`config.mk`:
```
export PLATFORM = sky130hd
export DESIGN_NAME = calorimeter_event_timing_select_unit
export DESIGN_NICKNAME = d
export VERILOG_FILES = /design/src/cets_pkg.sv /design/src/cets_front.sv /design/src/cets_evq.sv /design/src/cets_back.sv /design/src/calorimeter_event_timing_select_unit.sv
export SDC_FILE = /design/constraint.sdc
export NUM_CORES = 2
export LEC_CHECK = 0
export ABC_AREA = 1
export BUFFER_PORTS_ARGS = -buffer_cell sky130_fd_sc_hd__buf_2
export CORE_ASPECT_RATIO = 0.75
export CORE_MARGIN = 5
export CORE_UTILIZATION = 60
export CTS_CLUSTER_DIAMETER = 40
export DETAILED_ROUTE_END_ITERATION = 7
export GPL_ROUTABILITY_DRIVEN = 0
export PLACE_DENSITY = 0.77
export REMOVE_ABC_BUFFERS = 1
export SYNTH_ARGS = -nofsm -noshare
export SYNTH_HDL_FRONTEND = slang
export SYNTH_SLANG_ARGS = --single-unit
```
`constraint.sdc`:
```
create_clock -name clk -period 10.7 [get_ports clk]
set_input_delay 1.605 -clock clk [delete_from_list [all_inputs] [get_ports clk]]
set_output_delay 1.605 -clock clk [all_outputs]
set_load 0.02 [all_outputs]
```
`src/cets_pkg.sv`:
```
// Shared types, constants and helpers for the event timing select unit.
`default_nettype none
package cets_pkg;

  localparam int ID_W     = 10;
  localparam int ENERGY_W = 16;
  localparam int TIME_W   = 18;
  localparam int PROD_W   = ENERGY_W + 1 + TIME_W;
  localparam int QSTEP_W  = $clog2(TIME_W);

  typedef logic [ID_W-1:0]            id_t;
  typedef logic [ENERGY_W-1:0]        energy_t;
  typedef logic signed [TIME_W-1:0]   time_t;
  typedef logic [1:0]                 method_t;
  typedef logic [1:0]                 region_t;
  typedef logic [1:0]                 quality_t;
  typedef logic [1:0]                 cfg_idx_t;

  localparam time_t   TIME_SENTINEL = 18'sd39996;
  localparam id_t     FORWARD_LIMIT = 10'd81;
  localparam id_t     BARREL_LIMIT  = 10'd513;

  localparam method_t METHOD_EARLIEST  = 2'd0;
  localparam method_t METHOD_ENERGETIC = 2'd1;

  localparam region_t REGION_FORWARD  = 2'd0;
  localparam region_t REGION_BARREL   = 2'd1;
  localparam region_t REGION_BACKWARD = 2'd2;

  localparam quality_t QUALITY_NONE = 2'd0;
  localparam quality_t QUALITY_LOW  = 2'd1;
  localparam quality_t QUALITY_MID  = 2'd2;
  localparam quality_t QUALITY_HIGH = 2'd3;

  localparam cfg_idx_t CFG_IDX_METHOD   = 2'd0;
  localparam cfg_idx_t CFG_IDX_THR_LOW  = 2'd1;
  localparam cfg_idx_t CFG_IDX_THR_HIGH = 2'd2;

  localparam method_t RST_METHOD   = METHOD_EARLIEST;
  localparam energy_t RST_THR_LOW  = 16'd1024;
  localparam energy_t RST_THR_HIGH = 16'd20480;

  localparam int EVQ_DEPTH = 2;
  localparam int EVQ_PTR_W = 1;
  localparam int EVQ_CNT_W = 2;

  typedef struct packed {
    method_t method;
    energy_t thr_low;
    energy_t thr_high;
  } cfg_t;

  typedef struct packed {
    time_t   earliest_time;
    id_t     earliest_id;
    energy_t earliest_energy;
    id_t     top_id;
    logic    any_hit;
  } evt_rec_t;

  typedef struct packed {
    time_t    event_time;
    region_t  region;
    quality_t quality_flag;
    id_t      chosen_cell_id;
    energy_t  chosen_cell_energy;
    logic     divide_error;
  } result_t;

  function automatic region_t region_of(input id_t id);
    region_t r;
    if (id < FORWARD_LIMIT) begin
      r = REGION_FORWARD;
    end else if (id < BARREL_LIMIT) begin
      r = REGION_BARREL;
    end else begin
      r = REGION_BACKWARD;
    end
    return r;
  endfunction

endpackage
`default_nettype wire

```
`src/cets_front.sv`:
```
// Front end: takes hits and tracks earliest, most energetic and top energy list.
`default_nettype none
module cets_front #(
  parameter int TOP_COUNT = 3
) (
  input  wire logic                                   clk,
  input  wire logic                                   rst_n,
  input  wire logic                                   acc,
  input  wire logic                                   hit_present,
  input  wire logic                                   last_of_event,
  input  wire cets_pkg::id_t                          cell_id,
  input  wire cets_pkg::energy_t                      cell_energy,
  input  wire cets_pkg::time_t                        cell_time,
  output logic                                        q_push,
  output cets_pkg::evt_rec_t                          q_rec,
  output cets_pkg::energy_t [TOP_COUNT-1:0]           q_top_e,
  output cets_pkg::time_t   [TOP_COUNT-1:0]           q_top_t
);

  cets_pkg::time_t                    e_time_r, e_time_nxt;
  cets_pkg::id_t                      e_id_r, e_id_nxt;
  cets_pkg::energy_t                  e_energy_r, e_energy_nxt;
  cets_pkg::id_t                      top_id_r, top_id_nxt;
  logic                               any_r, any_nxt;
  cets_pkg::energy_t [TOP_COUNT-1:0]  top_e_r, top_e_nxt;
  cets_pkg::time_t   [TOP_COUNT-1:0]  top_t_r, top_t_nxt;
  logic              [TOP_COUNT-1:0]  gt, eq;
  logic                               hit, earlier, ins;

  assign hit     = acc & hit_present;
  assign earlier = $signed(cell_time) < $signed(e_time_r);
  assign ins     = hit && (cell_energy != '0) && !(|eq);

  genvar k;
  generate
    for (k = 0; k < TOP_COUNT; k++) begin : g_top
      assign gt[k] = cell_energy > top_e_r[k];
      assign eq[k] = cell_energy == top_e_r[k];
      if (k == 0) begin : g_head
        always_comb begin
          top_e_nxt[k] = top_e_r[k];
          top_t_nxt[k] = top_t_r[k];
          if (ins && gt[k]) begin
            top_e_nxt[k] = cell_energy;
            top_t_nxt[k] = cell_time;
          end
        end
      end else begin : g_tail
        always_comb begin
          top_e_nxt[k] = top_e_r[k];
          top_t_nxt[k] = top_t_r[k];
          if (ins && gt[k-1]) begin
            top_e_nxt[k] = top_e_r[k-1];
            top_t_nxt[k] = top_t_r[k-1];
          end else if (ins && gt[k]) begin
            top_e_nxt[k] = cell_energy;
            top_t_nxt[k] = cell_time;
          end
        end
      end
    end
  endgenerate

  always_comb begin
    e_time_nxt   = e_time_r;
    e_id_nxt     = e_id_r;
    e_energy_nxt = e_energy_r;
    if (hit && earlier) begin
      e_time_nxt   = cell_time;
      e_id_nxt     = cell_id;
      e_energy_nxt = cell_energy;
    end
    top_id_nxt = (ins && gt[0]) ? cell_id : top_id_r;
    any_nxt    = any_r | hit;
  end

  assign q_push                = acc & last_of_event;
  assign q_rec.earliest_time   = e_time_nxt;
  assign q_rec.earliest_id     = e_id_nxt;
  assign q_rec.earliest_energy = e_energy_nxt;
  assign q_rec.top_id          = top_id_nxt;
  assign q_rec.any_hit         = any_nxt;
  assign q_top_e               = top_e_nxt;
  assign q_top_t               = top_t_nxt;

  always_ff @(posedge clk) begin
    if (!rst_n || q_push) begin
      e_time_r   <= cets_pkg::TIME_SENTINEL;
      e_id_r     <= '0;
      e_energy_r <= '0;
      top_id_r   <= '0;
      any_r      <= 1'b0;
      top_e_r    <= '0;
      top_t_r    <= '0;
    end else if (acc) begin
      e_time_r   <= e_time_nxt;
      e_id_r     <= e_id_nxt;
      e_energy_r <= e_energy_nxt;
      top_id_r   <= top_id_nxt;
      any_r      <= any_nxt;
      top_e_r    <= top_e_nxt;
      top_t_r    <= top_t_nxt;
    end
  end

endmodule
`default_nettype wire

```
`src/cets_evq.sv`:
```
// Short queue of closed event records between front and back.
`default_nettype none
module cets_evq #(
  parameter int TOP_COUNT = 3
) (
  input  wire logic                                  clk,
  input  wire logic                                  rst_n,
  input  wire logic                                  push,
  input  wire cets_pkg::evt_rec_t                    wr_rec,
  input  wire cets_pkg::energy_t [TOP_COUNT-1:0]     wr_top_e,
  input  wire cets_pkg::time_t   [TOP_COUNT-1:0]     wr_top_t,
  output logic                                       full,
  output logic                                       empty,
  input  wire logic                                  pop,
  output cets_pkg::evt_rec_t                         rd_rec,
  output cets_pkg::energy_t [TOP_COUNT-1:0]          rd_top_e,
  output cets_pkg::time_t   [TOP_COUNT-1:0]          rd_top_t
);

  cets_pkg::evt_rec_t                 rec_mem  [cets_pkg::EVQ_DEPTH];
  cets_pkg::energy_t [TOP_COUNT-1:0]  tope_mem [cets_pkg::EVQ_DEPTH];
  cets_pkg::time_t   [TOP_COUNT-1:0]  topt_mem [cets_pkg::EVQ_DEPTH];
  logic [cets_pkg::EVQ_PTR_W-1:0]     wr_ptr_r, rd_ptr_r;
  logic [cets_pkg::EVQ_CNT_W-1:0]     cnt_r;
  logic                               do_push, do_pop;

  assign full     = cnt_r == cets_pkg::EVQ_CNT_W'(cets_pkg::EVQ_DEPTH);
  assign empty    = cnt_r == '0;
  assign do_push  = push & ~full;
  assign do_pop   = pop & ~empty;
  assign rd_rec   = rec_mem[rd_ptr_r];
  assign rd_top_e = tope_mem[rd_ptr_r];
  assign rd_top_t = topt_mem[rd_ptr_r];

  always_ff @(posedge clk) begin
    if (do_push) begin
      rec_mem[wr_ptr_r]  <= wr_rec;
      tope_mem[wr_ptr_r] <= wr_top_e;
      topt_mem[wr_ptr_r] <= wr_top_t;
    end
  end

  always_ff @(posedge clk) begin
    if (!rst_n) begin
      wr_ptr_r <= '0;
      rd_ptr_r <= '0;
      cnt_r    <= '0;
    end else begin
      if (do_push) begin
        wr_ptr_r <= wr_ptr_r + 1'b1;
      end
      if (do_pop) begin
        rd_ptr_r <= rd_ptr_r + 1'b1;
      end
      if (do_push && !do_pop) begin
        cnt_r <= cnt_r + 1'b1;
      end else if (do_pop && !do_push) begin
        cnt_r <= cnt_r - 1'b1;
      end
    end
  end

endmodule
`default_nettype wire

```
`src/cets_back.sv`:
```
// Back end: per-event method select, weighted mean with iterative divide, result register.
`default_nettype none
module cets_back #(
  parameter int TOP_COUNT = 3
) (
  input  wire logic                                  clk,
  input  wire logic                                  rst_n,
  input  wire cets_pkg::cfg_t                        cfg,
  input  wire logic                                  q_empty,
  input  wire cets_pkg::evt_rec_t                    q_rec,
  input  wire cets_pkg::energy_t [TOP_COUNT-1:0]     q_top_e,
  input  wire cets_pkg::time_t   [TOP_COUNT-1:0]     q_top_t,
  output logic                                       q_pop,
  input  wire logic                                  res_pop,
  output logic                                       res_valid,
  output cets_pkg::result_t                          res
);

  localparam int CNT_W = $clog2(TOP_COUNT + 1);
  localparam int IDX_W = (TOP_COUNT > 1) ? $clog2(TOP_COUNT) : 1;
  localparam int SUM_W = cets_pkg::PROD_W + CNT_W;
  localparam int DEN_W = cets_pkg::ENERGY_W + CNT_W;
  localparam int DIV_W = SUM_W + 1;

  typedef enum logic [2:0] {
    S_IDLE, S_MAC, S_PREP, S_ROUND, S_DIV, S_OUT
  } state_t;

  state_t                               state_r;
  logic                                 res_valid_r;
  cets_pkg::result_t                    res_r;
  cets_pkg::quality_t                   held_q_r;
  cets_pkg::id_t                        held_id_r;
  cets_pkg::energy_t                    held_e_r;
  logic [CNT_W-1:0]                     cnt_r;
  logic signed [cets_pkg::PROD_W-1:0]   prod_r;
  logic                                 prod_v_r;
  logic signed [SUM_W-1:0]              num_r;
  logic [DEN_W-1:0]                     den_r;
  logic [DIV_W-1:0]                     rem_r, div_sh_r;
  logic [cets_pkg::TIME_W-1:0]          quot_r;
  logic [cets_pkg::QSTEP_W-1:0]         step_r;
  logic                                 neg_r, err_r;
  logic                                 slot_free, simple_method;
  cets_pkg::quality_t                   qual;
  cets_pkg::energy_t                    mac_e;
  cets_pkg::time_t                      mac_t;

  assign slot_free     = !res_valid_r || res_pop;
  assign simple_method = (cfg.method == cets_pkg::METHOD_EARLIEST) ||
                         (cfg.method == cets_pkg::METHOD_ENERGETIC);
  assign mac_e         = q_top_e[cnt_r[IDX_W-1:0]];
  assign mac_t         = q_top_t[cnt_r[IDX_W-1:0]];
  assign res_valid     = res_valid_r;
  assign res           = res_r;

  always_comb begin
    if (!q_rec.any_hit) begin
      qual = cets_pkg::QUALITY_NONE;
    end else if (q_top_e[0] > cfg.thr_high) begin
      qual = cets_pkg::QUALITY_HIGH;
    end else if (q_top_e[0] > cfg.thr_low) begin
      qual = cets_pkg::QUALITY_MID;
    end else begin
      qual = cets_pkg::QUALITY_LOW;
    end
  end

  always_comb begin
    q_pop = 1'b0;
    if (slot_free) begin
      q_pop = ((state_r == S_IDLE) && !q_empty && simple_method) || (state_r == S_OUT);
    end
  end

  always_ff @(posedge clk) begin
    if (!rst_n) begin
      state_r     <= S_IDLE;
      res_valid_r <= 1'b0;
      held_q_r    <= '0;
      held_id_r   <= '0;
      held_e_r    <= '0;
    end else begin
      if (res_pop) begin
        res_valid_r <= 1'b0;
      end
      case (state_r)
        S_IDLE: begin
          if (!q_empty) begin
            if (!simple_method) begin
              cnt_r    <= '0;
              num_r    <= '0;
              den_r    <= '0;
              prod_v_r <= 1'b0;
              err_r    <= 1'b0;
              state_r  <= S_MAC;
            end else if (slot_free) begin
              res_valid_r <= 1'b1;
              res_r.divide_error <= 1'b0;
              if (cfg.method == cets_pkg::METHOD_EARLIEST) begin
                res_r.event_time         <= q_rec.earliest_time;
                res_r.region             <= cets_pkg::region_of(q_rec.earliest_id);
                res_r.quality_flag       <= held_q_r;
                res_r.chosen_cell_id     <= q_rec.earliest_id;
                res_r.chosen_cell_energy <= q_rec.earliest_energy;
                held_id_r                <= q_rec.earliest_id;
                held_e_r                 <= q_rec.earliest_energy;
              end else begin
                res_r.event_time         <= q_top_t[0];
                res_r.region             <= cets_pkg::region_of(q_rec.top_id);
                res_r.quality_flag       <= qual;
                res_r.chosen_cell_id     <= q_rec.top_id;
                res_r.chosen_cell_energy <= q_top_e[0];
                held_q_r                 <= qual;
                held_id_r                <= q_rec.top_id;
                held_e_r                 <= q_top_e[0];
              end
            end
          end
        end
        S_MAC: begin
          if (prod_v_r) begin
            num_r <= num_r + SUM_W'(prod_r);
          end
          if (cnt_r < CNT_W'(TOP_COUNT)) begin
            prod_r   <= $signed({1'b0, mac_e}) * mac_t;
            prod_v_r <= 1'b1;
            den_r    <= den_r + DEN_W'(mac_e);
            cnt_r    <= cnt_r + 1'b1;
          end else begin
            prod_v_r <= 1'b0;
            state_r  <= S_PREP;
          end
        end
        S_PREP: begin
          neg_r  <= num_r[SUM_W-1];
          rem_r  <= num_r[SUM_W-1] ? DIV_W'($unsigned(-num_r)) : DIV_W'($unsigned(num_r));
          quot_r <= '0;
          if (den_r == '0) begin
            err_r   <= 1'b1;
            state_r <= S_OUT;
          end else begin
            state_r <= S_ROUND;
          end
        end
        S_ROUND: begin
          rem_r    <= rem_r + DIV_W'(den_r >> 1);
          div_sh_r <= DIV_W'(den_r) << (cets_pkg::TIME_W - 1);
          step_r   <= cets_pkg::QSTEP_W'(cets_pkg::TIME_W - 1);
          state_r  <= S_DIV;
        end
        S_DIV: begin
          if (rem_r >= div_sh_r) begin
            rem_r  <= rem_r - div_sh_r;
            quot_r <= {quot_r[cets_pkg::TIME_W-2:0], 1'b1};
          end else begin
            quot_r <= {quot_r[cets_pkg::TIME_W-2:0], 1'b0};
          end
          div_sh_r <= div_sh_r >> 1;
          if (step_r == '0) begin
            state_r <= S_OUT;
          end else begin
            step_r <= step_r - 1'b1;
          end
        end
        S_OUT: begin
          if (slot_free) begin
            res_valid_r              <= 1'b1;
            res_r.event_time         <= neg_r ? -$signed(quot_r) : $signed(quot_r);
            res_r.region             <= cets_pkg::region_of(q_rec.top_id);
            res_r.quality_flag       <= held_q_r;
            res_r.chosen_cell_id     <= held_id_r;
            res_r.chosen_cell_energy <= held_e_r;
            res_r.divide_error       <= err_r;
            state_r                  <= S_IDLE;
          end
        end
        default: begin
          state_r <= S_IDLE;
        end
      endcase
    end
  end

endmodule
`default_nettype wire

```
`src/calorimeter_event_timing_select_unit.sv`:
```
// Top level: configuration registers, front end, event queue and back end.
// Hits are taken at one per cycle while the event queue has room; an event closes on its last item.
// Earliest and most energetic: result registered from the queued record once the slot is free.
// Weighted method: the result follows the multiply-accumulate pass and the
// 18-step restoring divider; one more closed event may queue meanwhile.
// Synchronous active-low reset clears selections, held values, queue pointers and state at once.
`default_nettype none
module calorimeter_event_timing_select_unit #(
  parameter int TOP_COUNT = 3
) (
  input  wire logic                 clk,
  input  wire logic                 rst_n,
  input  wire logic                 in_push,
  output logic                      in_full,
  input  wire logic                 in_hit_present,
  input  wire logic                 in_last_of_event,
  input  wire logic [9:0]           in_cell_id,
  input  wire logic [15:0]          in_cell_energy,
  input  wire logic signed [17:0]   in_cell_time,
  output logic                      out_empty,
  input  wire logic                 out_pop,
  output logic signed [17:0]        out_event_time,
  output logic [1:0]                out_region,
  output logic [1:0]                out_quality_flag,
  output logic [9:0]                out_chosen_cell_id,
  output logic [15:0]               out_chosen_cell_energy,
  output logic                      out_divide_error,
  input  wire logic                 cfg_wr_en,
  input  wire logic [1:0]           cfg_index,
  input  wire logic [15:0]          cfg_data
);

  cets_pkg::cfg_t                     cfg_r;
  logic                               acc, q_push, q_full, q_empty, q_pop, res_valid;
  cets_pkg::evt_rec_t                 wr_rec, rd_rec;
  cets_pkg::energy_t [TOP_COUNT-1:0]  wr_top_e, rd_top_e;
  cets_pkg::time_t   [TOP_COUNT-1:0]  wr_top_t, rd_top_t;
  cets_pkg::result_t                  res;

  always_ff @(posedge clk) begin
    if (!rst_n) begin
      cfg_r.method   <= cets_pkg::RST_METHOD;
      cfg_r.thr_low  <= cets_pkg::RST_THR_LOW;
      cfg_r.thr_high <= cets_pkg::RST_THR_HIGH;
    end else if (cfg_wr_en) begin
      case (cfg_index)
        cets_pkg::CFG_IDX_METHOD:   cfg_r.method   <= cfg_data[1:0];
        cets_pkg::CFG_IDX_THR_LOW:  cfg_r.thr_low  <= cfg_data;
        cets_pkg::CFG_IDX_THR_HIGH: cfg_r.thr_high <= cfg_data;
        default: begin
        end
      endcase
    end
  end

  assign in_full = q_full;
  assign acc     = in_push & ~q_full;

  cets_front #(.TOP_COUNT(TOP_COUNT)) u_front (
    .clk           (clk),
    .rst_n         (rst_n),
    .acc           (acc),
    .hit_present   (in_hit_present),
    .last_of_event (in_last_of_event),
    .cell_id       (in_cell_id),
    .cell_energy   (in_cell_energy),
    .cell_time     (in_cell_time),
    .q_push        (q_push),
    .q_rec         (wr_rec),
    .q_top_e       (wr_top_e),
    .q_top_t       (wr_top_t)
  );

  cets_evq #(.TOP_COUNT(TOP_COUNT)) u_evq (
    .clk      (clk),
    .rst_n    (rst_n),
    .push     (q_push),
    .wr_rec   (wr_rec),
    .wr_top_e (wr_top_e),
    .wr_top_t (wr_top_t),
    .full     (q_full),
    .empty    (q_empty),
    .pop      (q_pop),
    .rd_rec   (rd_rec),
    .rd_top_e (rd_top_e),
    .rd_top_t (rd_top_t)
  );

  cets_back #(.TOP_COUNT(TOP_COUNT)) u_back (
    .clk       (clk),
    .rst_n     (rst_n),
    .cfg       (cfg_r),
    .q_empty   (q_empty),
    .q_rec     (rd_rec),
    .q_top_e   (rd_top_e),
    .q_top_t   (rd_top_t),
    .q_pop     (q_pop),
    .res_pop   (out_pop),
    .res_valid (res_valid),
    .res       (res)
  );

  assign out_empty              = ~res_valid;
  assign out_event_time         = res.event_time;
  assign out_region             = res.region;
  assign out_quality_flag       = res.quality_flag;
  assign out_chosen_cell_id     = res.chosen_cell_id;
  assign out_chosen_cell_energy = res.chosen_cell_energy;
  assign out_divide_error       = res.divide_error;

endmodule
`default_nettype wire
```
# Yosys cells after proc, flatten, opt, wreduce, memory -nomap -nowiden
# Memory sizes are Yosys's and may differ from the RTL's. A register that Yosys moved wholly into a read port is not among the register bits.
# Index checks and enable logic that the tools add are counted.
dict set report word_totals {
  out_inout_bits 51
  ramBits 314
  word_cells 237
  inputBits 69
  register_bits 470
  memories 3
}
dict set report classes {
  n_mux 83
  magnitude_cmp 13
  add_sub_neg 12
  bitwise_logic 10
  reduce_logical 52
  n_mul 1
  n_eq_ne 24
}
# name depth word_bits read_ports rd_clocked_by_memory_dff write_ports line_no
set memory_table {}
lappend memory_table {u_evq.rec_mem 2 55 1 1 1 cets_evq.sv:20} ;# cets_pkg::evt_rec_t rec_mem [cets_pkg::EVQ_DEPTH];
lappend memory_table {u_evq.topt_mem 2 54 1 1 1 cets_evq.sv:22} ;# cets_pkg::time_t [TOP_COUNT-1:0] topt_mem [cets_pkg::EVQ_DEPTH];
lappend memory_table {u_evq.tope_mem 2 48 1 1 1 cets_evq.sv:21} ;# cets_pkg::energy_t [TOP_COUNT-1:0] tope_mem [cets_pkg::EVQ_DEPTH];
# cell count
set ops {}
lappend ops {{$mux 18} 11}
lappend ops {{$mux 49} 4}
lappend ops {{$mux 37} 4}
lappend ops {{$mux 16} 8}
lappend ops {{$pmux 38 s3} 1}
lappend ops {{$pmux 49 s2} 1}
lappend ops {{$gt 16x16->1} 5}
lappend ops {{$pmux 38 s2} 1}
lappend ops {{$pmux 37 s2} 1}
lappend ops {{$pmux 18 s2} 2}
lappend ops {{$eq 16x16->1} 3}
lappend ops {{$mux 48} 1}
lappend ops {{$add 38x17->38} 1}
lappend ops {{$ge 38x38->1} 1}
lappend ops {{$mux 38} 1}
lappend ops {{$sub 38x38->38} 1}
lappend ops {{$add 37x35->37} 1}
lappend ops {{$neg 37->37} 1}
lappend ops {{$bmux 18 s2} 1}
lappend ops {{$mul 17x18->35} 1}
lappend ops {{$bmux 16 s2} 1}
lappend ops {{$mux 10} 3}
lappend ops {{$reduce_and 5->1} 5}
lappend ops {{$mux 2} 12}
lappend ops {{other kinds (43)} 124}

# Longest topological paths before layout
dict set report logic_depth {
  depth_word 10
  depth_mapped 34
  depth_no_buf 31
}

# Modules after synthesis
# From an unflattened synthesis, not the netlist that was laid out.
dict set report unflattened {
  cells_unflattened 7014
  hier_area_um2 56402.8
}
# module cells_each area_each_um2 instances
set by_module_without_submodules {}
lappend by_module_without_submodules {cets_back 4762 33961.3 1}
lappend by_module_without_submodules {cets_evq 526 11609.9 1}
lappend by_module_without_submodules {cets_front 1507 9380.2 1}
lappend by_module_without_submodules {calorimeter_event_timing_select_unit 219 1451.4 1}

# Worst setup path after synthesis
# No wires, ideal clock.
dict set report synth_timing {
  path_kind {input port to flip-flop}
  start {input port in_push}
  end {memory u_evq.rec_mem[0][0] (netlist name), enable pin}
  slack_ns 1.622
  arrival_ns 8.403
  setup_ns 0.675
  cell_stages 4
  path_cell_list {o21ai_1 nor2_1 inv_1 nor2_1}
}
dict set report synth_via {
  elab_chain_cells 5
}
# item line_no
set synth_rtl {}
lappend synth_rtl {{start, declared} calorimeter_event_timing_select_unit.sv:13} ;# input wire logic in_push,
lappend synth_rtl {{$and 1x1->1} calorimeter_event_timing_select_unit.sv:57} ;# assign acc = in_push & ~q_full;
lappend synth_rtl {{$and 1x1->1} cets_front.sv:77} ;# assign q_push = acc & last_of_event;
lappend synth_rtl {{$and 1x1->1} cets_evq.sv:29} ;# assign do_push = push & ~full;
lappend synth_rtl {{net u_evq.do_push} cets_evq.sv:25} ;# logic do_push, do_pop;
lappend synth_rtl {{$mux 1} cets_evq.sv:36} ;# if (do_push) begin
lappend synth_rtl {{$mux 1 (implied by the code)} cets_evq.sv:37} ;# rec_mem[wr_ptr_r] <= wr_rec;
lappend synth_rtl {{end, declared} cets_evq.sv:20}
# The timed path passes the listed nets, and every way through them passes these cells.

==> impl_results.md <==
- Max-slew headroom: 14.0%
- GRT Total Usage: 32.5%
- First-pass DRT Iterations: 8
- DR vias: 48744
- Clock root cell: clkbuf_16
- Slew @ Worst Pin: 1280 ps
- WL final: 163000 um
- Post-DRT Antenna Nets: 0
- Peak per-stage delay on the critical path: 990 ps
- Via density: 5.79
- FF-to-FF path depth: 22
- CTS tree: built
- Clk_skew: 50.4 ps
- Max cap viols: 0
- Fmax: 0.120 GHz
- Arrival @ worst endpoint: 8700 ps
- Reg area: 21200 um^2
- Seq/Total Area, Yosys: 38.3%
- Global-route wire length before repair: 253000 um
- Clock sinks: 782
- Initial antenna violation count: 7
- Die ar.: 98500 um^2
- Fill count: 7507
- Fraction of layout cells with a size suffix above 1: 6.09%
- Chip height: 273 um
- CP endpoint kind: register
- WP data required: 11080 ps
- Avg Cell Area, Syn: 7.87 um^2
- Cells after synthesis: 7037
- Number of synthesized flops with an enable pin: 554
- Slowest cell on the critical path: o21ai_1
- Ys flop type: edfxtp_1
- Post-CTS Resized: 0
- Setup Viol. Count Final: 0
- Cells along the critical path: inv_4 > buf_4 > nor2_1 > o21ai_1 > nand2_1 > fa_1 > fa_1 > inv_1 > fa_1 > fa_1 > fa_1 > inv_1 > fa_1 > inv_1 > ha_1 > nand2_1 > nor2_1 > inv_1 > nor3_1 > o21ai_0 > nand4_1 > nand2_1
- Crit path top cell by count: fa_1
- Dpl hpwl: 119000 um
- Cell variety after synth: 50
- DRT iter0 DRCs: 6497
- Compound-Gate Fraction of Synth Area: 9.27%
- Seq cells post-synth: 782
- Post-CTS setup buffers: 0
- Starting density of the core: 60.5%
- Hold path depth: 2
- Failing checks: DRC
- Ranking of synthesized cells by area: edfxtp_1 (30%), nand2_1 (12%), fa_1 (11%)
- Core ar.: 91500 um^2
- Nets: 7767
- Max FO, Critical Path: 64
- Crit Path Category: register to register
- Hold WC Path Type: register to register
- Async S/R FF share, synth: 0%
- Met2 GRT Util: 47.2%
- Hold-fix buffers, CTS: 0
- Adder-cell share of the synthesized area: 17.4%
- Multiplexer share of the synthesized area: 0.560%
- Ys Warns: 0
- Status: finished with violations
- Area Growth Syn to Fin: 9.26%
- Final Hold Fails: 0
- Met3 global-route usage: 8.25%
- CTS Buf Count: 97
- Period utilisation layout: 77.8%
- CP startpoint kind: register
- Hold Startpoint: u_back.held_e_r[8]
- Largest family of logic cells by synthesized area: simple AND/OR/NAND/NOR gates
- Synth Area in Simple Gates: 23.1%
- Largest net degree at the start of global routing: 158
- Fin Setup TNS: 0 ps
- Final Max Slew Viols: 0
- Die width: 361 um
- GRT busiest layer: met1
- Synthesized cell area: 55400 um^2
- I/O Pins: 120
- CTS Buffer Depth: 3
- Hold Path Sink: u_back.held_e_r[8]
- Num rows: 96
- Clock Latency Late Sink: 680 ps
- Met1 layer usage reported by global route: 47.8%
- Area leader, netlist: edfxtp_1
- Drt drc: 5
- Global route overflow: 0
- Clock slew at reported path FFs: 60 ps
- R2r setup slk: 2380 ps
- Synth Area in XOR/XNOR: 0.696%
- Port Buffers: 119
- Min Tclk post-route: 8320 ps
- Most frequent cell after synthesis: nand2_1
- Post-synth top cells: nand2_1 (1817), inv_1 (1302), nor2_1 (680)
- Top cell type's share of synthesized area: 30.0%
- R2R Path End: u_back.prod_r[30]
- WL per Instance: 19.4 um
- Number of global-route vias before repair: 45955
- Multi-input gate area: 28400 um^2
- RSZ-0062 raised after global routing: no
- H-tree depth: 3
[stage by stage]
stage | cells | cell area (um^2) | hold slack, ps | setup WS, ps | util [%]
after floorplan | 6818 | 54400 | 432 | 16.3 | -
after global placement | 8232 | 57200 | 445 | 2630 | 62.5
after detailed placement | 8232 | 57200 | 456 | 2500 | 62.5
after CTS | 8413 | 60500 | 465 | 2440 | 66.1
after global routing | 8416 | 60500 | 484 | 1910 | 66.1
final | 8417 | 60500 | 465 | 2380 | 66.1
[worst max path at each step]
| stage | from | to | slack (ps) |
|---|---|---|---|
| 2_1_floorplan | register | u_back.prod_r[34] | 20 |
| 3_3_place_gp | register | u_back.prod_r[33] | 2630 |
| 3_5_place_dp | register | u_back.prod_r[33] | 2500 |
| 4_1_cts | register | u_back.prod_r[33] | 2440 |
| 5_1_grt | register | u_back.prod_r[33] | 1910 |
| 6_report | register | u_back.prod_r[30] | 2380 |
[per-layer routing]
metal | routed length, um | share of wire, % | vias to the layer above
met3 | 23000 | 14 | 379
met1 | 67400 | 41 | 22814
li1 | - | - | 22645
met4 | 5500 | 3.4 | 8
met5 | 57 | 0.035 | -
met2 | 67100 | 41 | 2898
[cells in the final DEF, fill, tap and decap left out, types with 13 or more instances in the layout]
cell type	netlist	final
a21o_1	16	16
a21oi_1	341	339
buf_2	89	119
buf_4	10	68
clkbuf_16	0	98
clkinv_2	0	13
dfxtp_1	228	227
edfxtp_1	554	554
fa_1	297	297
ha_1	295	295
inv_1	1302	1302
mux2i_1	31	31
nand2_1	1817	1814
nand3_1	411	411
nand3b_1	22	22
nand4_1	96	96
nor2_1	680	673
nor3_1	54	52
o211ai_1	22	22
o21a_1	19	19
o21ai_0	342	340
o21ai_1	44	44
o21ai_2	25	27
o21bai_1	25	25
o22ai_1	54	54
or2_2	26	26
xnor2_1	17	17
xor2_1	27	27
[critical path: cells and delay by family, from the launching register on]
family	cells	cell delay (ps)
AND/OR/NAND/NOR	7	1100
AO/OA/AOI/OAI	2	1180
buffers and inverters	6	1510
adder cells (fa/ha/maj)	7	3700
flip-flops	1	480
[area by class of cell]
| type | instances | share of cell area [%] |
|---|---|---|
| tap | 1225 | 2.53 |
| inverter | 1308 | 8.12 |
| clock inverter | 67 | 1.27 |
| timing repair buffer | 189 | 1.89 |
| multi-input combinational | 4728 | 46.9 |
| sequential | 782 | 35.0 |
| antenna | 4 | 0.0165 |
| clock buffer | 114 | 4.23 |
[state kept, by name, indices dropped and copies added, names as in the netlist, 5 cells and up, named ones only]
name	count
u_evq.tope_mem	96
u_back.prod_r	35
u_back.quot_r	18
u_back.res	49
u_back.held_id_r	10
u_front.e_id_r	10
u_evq.topt_mem	108
u_front.e_time_r	18
u_back.rem_r	38
u_front.top_t_r	54
u_front.top_id_r	10
u_back.div_sh_r	35
u_back.step_r	5
u_front.e_energy_r	16
u_back.held_e_r	16
cfg_r	34
u_front.top_e_r	48
u_back.num_r	37
u_back.den_r	18
u_evq.rec_mem	110
[logic make-up (layout without fill, tap and decap cells)]
| kind of cell | Yosys count | count (layout) |
|---|---|---|
| and+or+nand+nor | 3132 | 3132 |
| buffers and inverters | 1527 | 1678 |
| AOI/OAI and AO/OA | 929 | 929 |
| DFF | 782 | 782 |
| adders and majority gates | 592 | 592 |
| xor gates and xnor gates | 44 | 44 |
| muxes | 31 | 31 |
| other | 0 | 4 |
Power is left out: the tool's default activity adds up to more than one toggle a clock period on the data nets, which glitch-free logic cannot reach.
